## config.mk

```make
export PLATFORM = sky130hd
export DESIGN_NAME = mcfir_mac
export DESIGN_NICKNAME = d
export VERILOG_FILES = /design/src/sv/assert_macros.svh /design/src/sv/mcfir_pkg.sv /design/src/sv/mcfir_mac.sv
export SDC_FILE = /design/constraint.sdc
export NUM_CORES = 2
export LEC_CHECK = 0
export BUFFER_PORTS_ARGS = -buffer_cell sky130_fd_sc_hd__buf_2
export CORE_MARGIN = 2
export CORE_UTILIZATION = 42
export CTS_BUF_LIST = sky130_fd_sc_hd__clkbuf_8
export CTS_CLUSTER_DIAMETER = 60
export DETAILED_ROUTE_END_ITERATION = 7
export MAX_ROUTING_LAYER = met4
export PLACE_DENSITY_LB_ADDON = 0.05
export SYNTH_ARGS = -nofsm -noshare
export SYNTH_HDL_FRONTEND = slang
export SYNTH_SLANG_ARGS = --single-unit
```

## constraint.sdc

```tcl
create_clock -name clk -period 11.59 [get_ports clk]
set_input_delay 1.159 -clock clk [delete_from_list [all_inputs] [get_ports clk]]
set_output_delay 1.159 -clock clk [all_outputs]
set_load 0.05 [all_outputs]
```

## src/sv/assert_macros.svh

```systemverilog
// Assertion helpers used by the filter RTL.
`ifndef ASSERT_MACROS_SVH
`define ASSERT_MACROS_SVH
`ifndef NO_ASSERTIONS
// Check the consequent in the same cycle as the antecedent.
`define ASSERT_IMPLY(label, clk_s, rst_s, ante, cons) \
  label: assert property (@(posedge clk_s) disable iff (rst_s) (ante) |-> (cons)) \
    else $error("same-cycle implication failed");
// Check the consequent in the cycle after the antecedent.
`define ASSERT_NEXT(label, clk_s, rst_s, ante, cons) \
  label: assert property (@(posedge clk_s) disable iff (rst_s) (ante) |=> (cons)) \
    else $error("next-cycle implication failed");
`else
`define ASSERT_IMPLY(label, clk_s, rst_s, ante, cons)
`define ASSERT_NEXT(label, clk_s, rst_s, ante, cons)
`endif
`endif

```

## src/sv/mcfir_pkg.sv

```systemverilog
`default_nettype none
package mcfir_pkg;

  localparam int SAMPLE_W     = 24;
  localparam int COEF_W       = 24;
  localparam int CHAN_W       = 3;
  localparam int TAPIDX_W     = 10;
  localparam int CFG_W        = 4;
  localparam int CFG_IDX_W    = 1;
  localparam int PROD_W       = SAMPLE_W + COEF_W;
  localparam int ROUND_SHIFT  = 20;
  localparam int MIN_TAP_LOG2 = 5;

  localparam logic [CFG_W-1:0] TAP_LOG2_RESET = 4'd9;
  localparam logic [CFG_W-1:0] ACTIVE_RESET   = 4'd2;

  localparam logic CMD_FILTER = 1'b0;
  localparam logic CMD_TAP    = 1'b1;

  localparam logic [CFG_IDX_W-1:0] REG_TAP_LOG2 = 1'd0;
  localparam logic [CFG_IDX_W-1:0] REG_ACTIVE   = 1'd1;

  typedef struct packed {
    logic                       command;
    logic [CHAN_W-1:0]          channel;
    logic signed [SAMPLE_W-1:0] sample_in;
    logic [TAPIDX_W-1:0]        tap_index;
    logic signed [COEF_W-1:0]   tap_value;
  } cmd_t;

  typedef struct packed {
    logic signed [SAMPLE_W-1:0] sample_out;
    logic [CHAN_W-1:0]          out_channel;
    logic                       bypassed;
  } res_t;

  typedef struct packed {
    logic clear;
    logic valid;
    logic live;
  } mac_ctl_t;

  typedef enum logic [1:0] {
    ST_IDLE,
    ST_RUN,
    ST_DRAIN,
    ST_EMIT
  } state_t;

  // Tap count from its log2 register, clamped to the supported range.
  function automatic int unsigned taps_of(logic [CFG_W-1:0] lg, int max_taps);
    int unsigned lg_eff;
    int unsigned t;
    lg_eff = (int'(lg) < MIN_TAP_LOG2) ? MIN_TAP_LOG2 : int'(lg);
    t = 32'd1 << lg_eff;
    if (t > max_taps) t = max_taps;
    return t;
  endfunction

  // Active channel count, clamped to one and to the channel capacity.
  function automatic int unsigned chans_of(logic [CFG_W-1:0] raw, int max_ch);
    int unsigned c;
    c = int'(raw);
    if (c < 1) c = 1;
    if (c > max_ch) c = max_ch;
    return c;
  endfunction

endpackage
`default_nettype wire

```

## src/sv/mcfir_mac.sv

```systemverilog
`default_nettype none
module mcfir_mac
  import mcfir_pkg::*;
#(
  parameter int ACC_W = 59
) (
  input  wire logic                       clk,
  input  wire logic                       rst,
  input  wire mac_ctl_t                   ctl,
  input  wire logic signed [COEF_W-1:0]   tap,
  input  wire logic signed [SAMPLE_W-1:0] hist,
  output logic                            busy,
  output logic signed [SAMPLE_W-1:0]      result
);

  localparam logic signed [ACC_W-1:0] RND     = ACC_W'(1 << (ROUND_SHIFT - 1));
  localparam logic signed [ACC_W-1:0] SAT_MAX = ACC_W'(8388607);
  localparam logic signed [ACC_W-1:0] SAT_MIN = ACC_W'(-8388608);

  mac_ctl_t                 ctl_d;
  logic                     prod_v;
  logic signed [PROD_W-1:0] mult;
  logic signed [PROD_W-1:0] prod;
  logic signed [ACC_W-1:0]  acc;
  logic signed [ACC_W-1:0]  rsum;
  logic signed [ACC_W-1:0]  rsh;

  assign mult = tap * hist;

  // Align control with the registered memory read, then with the product.
  always_ff @(posedge clk) begin
    if (rst) begin
      ctl_d  <= '0;
      prod_v <= 1'b0;
    end else begin
      ctl_d  <= ctl;
      prod_v <= ctl_d.valid;
    end
  end

  always_ff @(posedge clk) begin
    prod <= ctl_d.live ? mult : '0;
    if (ctl.clear) begin
      acc <= '0;
    end else if (prod_v) begin
      acc <= acc + {{(ACC_W - PROD_W){prod[PROD_W-1]}}, prod};
    end
  end

  assign busy = ctl_d.valid | prod_v;

  // Round half up and saturate to the sample range.
  always_comb begin
    rsum = acc + RND;
    rsh  = rsum >>> ROUND_SHIFT;
    if (rsh > SAT_MAX) begin
      result = SAT_MAX[SAMPLE_W-1:0];
    end else if (rsh < SAT_MIN) begin
      result = SAT_MIN[SAMPLE_W-1:0];
    end else begin
      result = rsh[SAMPLE_W-1:0];
    end
  end

endmodule
`default_nettype wire

```

==> metrics.cfg <==
[synthesis]
synth_top_flop_cell=dfxtp_1
ys_ff_latch=110
synth_top_family_by_area=adder cells
synth_area_um2=29080
synth_edf_count=0
synth.area.mux_share_pct=1.321
yosys.area_share.adder_pct=50.16
synth.area.top_cells=fa_1 (42%), inv_1 (8.6%), ha_1 (8.3%)
synth-compound-area-share_pct=9.302
synth_xor_area_share_pct=3.524
synthSimpleGateAreaFrac_pct=17.43
ys_warn_count=0
syn_area_per_cell_um2=8.815
synth_top_area_share_pct=41.86
yosysTopAreaCell=fa_1
synthCells=3299
yosysSeqAreaShare_pct=7.572
ys_types=77
syn_nets=4153
async_flop_share_pct=0

[drt]
viasPerCell=5.101
drtIter0Drc=1016
drc=0
routed_wl_mm=78.77
drtPass1Iterations=5
vias=21329
ant_nets=0
wire_per_inst_um=18.84

[outcome]
status=complete, no violations

[floorplan]
pin_count=78
core-area_um2=68590
chipHeight_um=267.1
die_x_um=267.1
fp-row-count=96
dieArea_um2=71360
initial_utilization_pct=42.40

[timing]
rsz0062_at_grt=no
slew_violations=0
fin_tns_setup_ps=0
hold_viol=0
tightest_slew_ps=885.3
setup_violations=0
clock_skew_ps=26.17
slew_headroom_pct=39.45
holdWs_ps=456.4
max_freq_mhz=117.5
period_share_pct=73.46
period_needed_ps=8514

[worst_setup_path]
cp_cell_sequence=buf_2 > and2_1 > fa_1 > fa_1 > inv_1 > fa_1 > inv_1 > fa_1 > ha_1 > fa_1 > inv_1 > fa_1 > inv_1 > ha_1 > nand4_1 > o41ai_4 > a31oi_2 > o41ai_1 > o211ai_2 > a2111oi_4 > o41ai_1 > mux2_2
cpMaxStageDelayCell=o41ai_1
crit_buf_inv=5
worstPathArrival_ps=8820
cp_max_fo=24
start_kind=primary input
critPathCaptureType=flip-flop
critical_path.top_delay_family=adder cells
cp_slowest_stage_delay_ps=790
cp.required_ps=11890
path_common_cell=fa_1
crit_type=primary input to flip-flop

[global_route]
grt_overflow=0
grt_pass1_wl_mm=127.1
grt_max_degree=67
grt_pass1_vias=22572
grt_usage_pct=23.50
antenna_found_initial=3

[place]
postPlaceCellArea_um2=30090
dp_hpwl_mm=64.44
gp_congestion=0.8942
io_buffers=77

[run]
maxCapViolations=0

[worst_hold_path]
hold_class=flip-flop to flip-flop

[cts]
numCtsBuffers=9
path_clk_slew_ps=100
htree_levels=3
hold_buffers=0
clkSinkCount=110
cts_tree=done
cts_buffer_depth=2
worstSkewPairLatency_ps=430
cts_setup_buffers=0
ctsRootBufferMaster=clkbuf_8
cts_resized=0

[layout]
area_growth_pct=4.195
final_nets=4097
drive_above_1_share_pct=4.126
final_area_um2=30300
fill_cells=6856

[flip-flops by register name (all words and copies together) (netlist names)]
name	flops
acc	59
prod	48
ctl_d	2
prod_v	1
[through the flow]
step / std cells / setup WS [ps] / util, %
floorplan: 3299 / 3428 / -
global placement: 4163 / 2850 / 43.87
detailed placement: 4163 / 2674 / 43.87
CTS: 4179 / 3126 / 44.17
global route: 4181 / 2788 / 44.18
finish: 4181 / 3076 / 44.18
[layout make-up]
cell class | instances | area (µm²) | area share (%)
clock inverter | 7 | 81.33 | 0.2684
sequential | 110 | 2203 | 7.272
clock buffer | 9 | 123.9 | 0.4088
timing repair buffer | 83 | 430.4 | 1.420
antenna | 2 | 5.005 | 0.01652
tap | 931 | 1165 | 3.844
inverter | 670 | 2515 | 8.300
multi-input combinational | 2369 | 23780 | 78.47
[routing by layer]
layer	track usage [%]	vias up	wire length (µm)	part of all wire, %
met3	2.970	45	4482	5.7
met5	-	-	0	0
met4	3.371	0	756	0.96
met1	35.47	10697	40170	51
met2	34.40	577	33360	42
li1	-	10010	-	-
[final timing paths]
path	cells past startpoint	from	endpoint	slack, ps
min	1	ctl_d[1]	prod_v	460
max reg2reg	13	acc[0]	acc[48]	7330
min reg2reg	1	ctl_d[1]	prod_v	460
max	22	tap[9]	prod[47]	3080
[cells by family (layout without fill, tap and decap cells)]
family          count (synthesis)  after routing
compound gates                409            409
fa+ha+maj                     801            801
simple gates                 1004           1004
buf+inv                       820            769
mux                            38             38
flops                         110            110
other cells                     0              2
xor+xnor                      117            117
[cell usage after synthesis (all sizes together), types with 28 or more instances]
cell,count
inv,669
fa,608
nand2,378
and2,313
ha,193
clkbuf,140
a21oi,117
dfxtp,110
nor2,106
o21ai,100
xnor2,76
a21o,59
xor2,41
nand3,37
mux2i,35
nor2b,34
nor3,29
nand4,28
[layout by cell type, fill, tap and decap left out, types with 9 or more instances in the layout]
cell type	count
a21o_1	59
nand2_1	378
a31oi_1	16
xor2_1	41
xnor2_1	76
o21ai_2	11
nand3_1	37
fa_1	608
o21bai_1	15
a211oi_1	12
ha_1	193
mux2i_1	35
and2_1	313
and3_1	16
nor2_1	106
nand4_1	27
o21ai_1	13
a21oi_1	117
nor2b_1	34
nor3_1	28
buf_2	77
o21ai_0	76
nand2b_1	23
clkbuf_8	9
dfxtp_1	109
inv_1	669
Power is left out: the tool's default activity adds up to more than one toggle a clock period on the data nets, which glitch-free logic cannot reach.
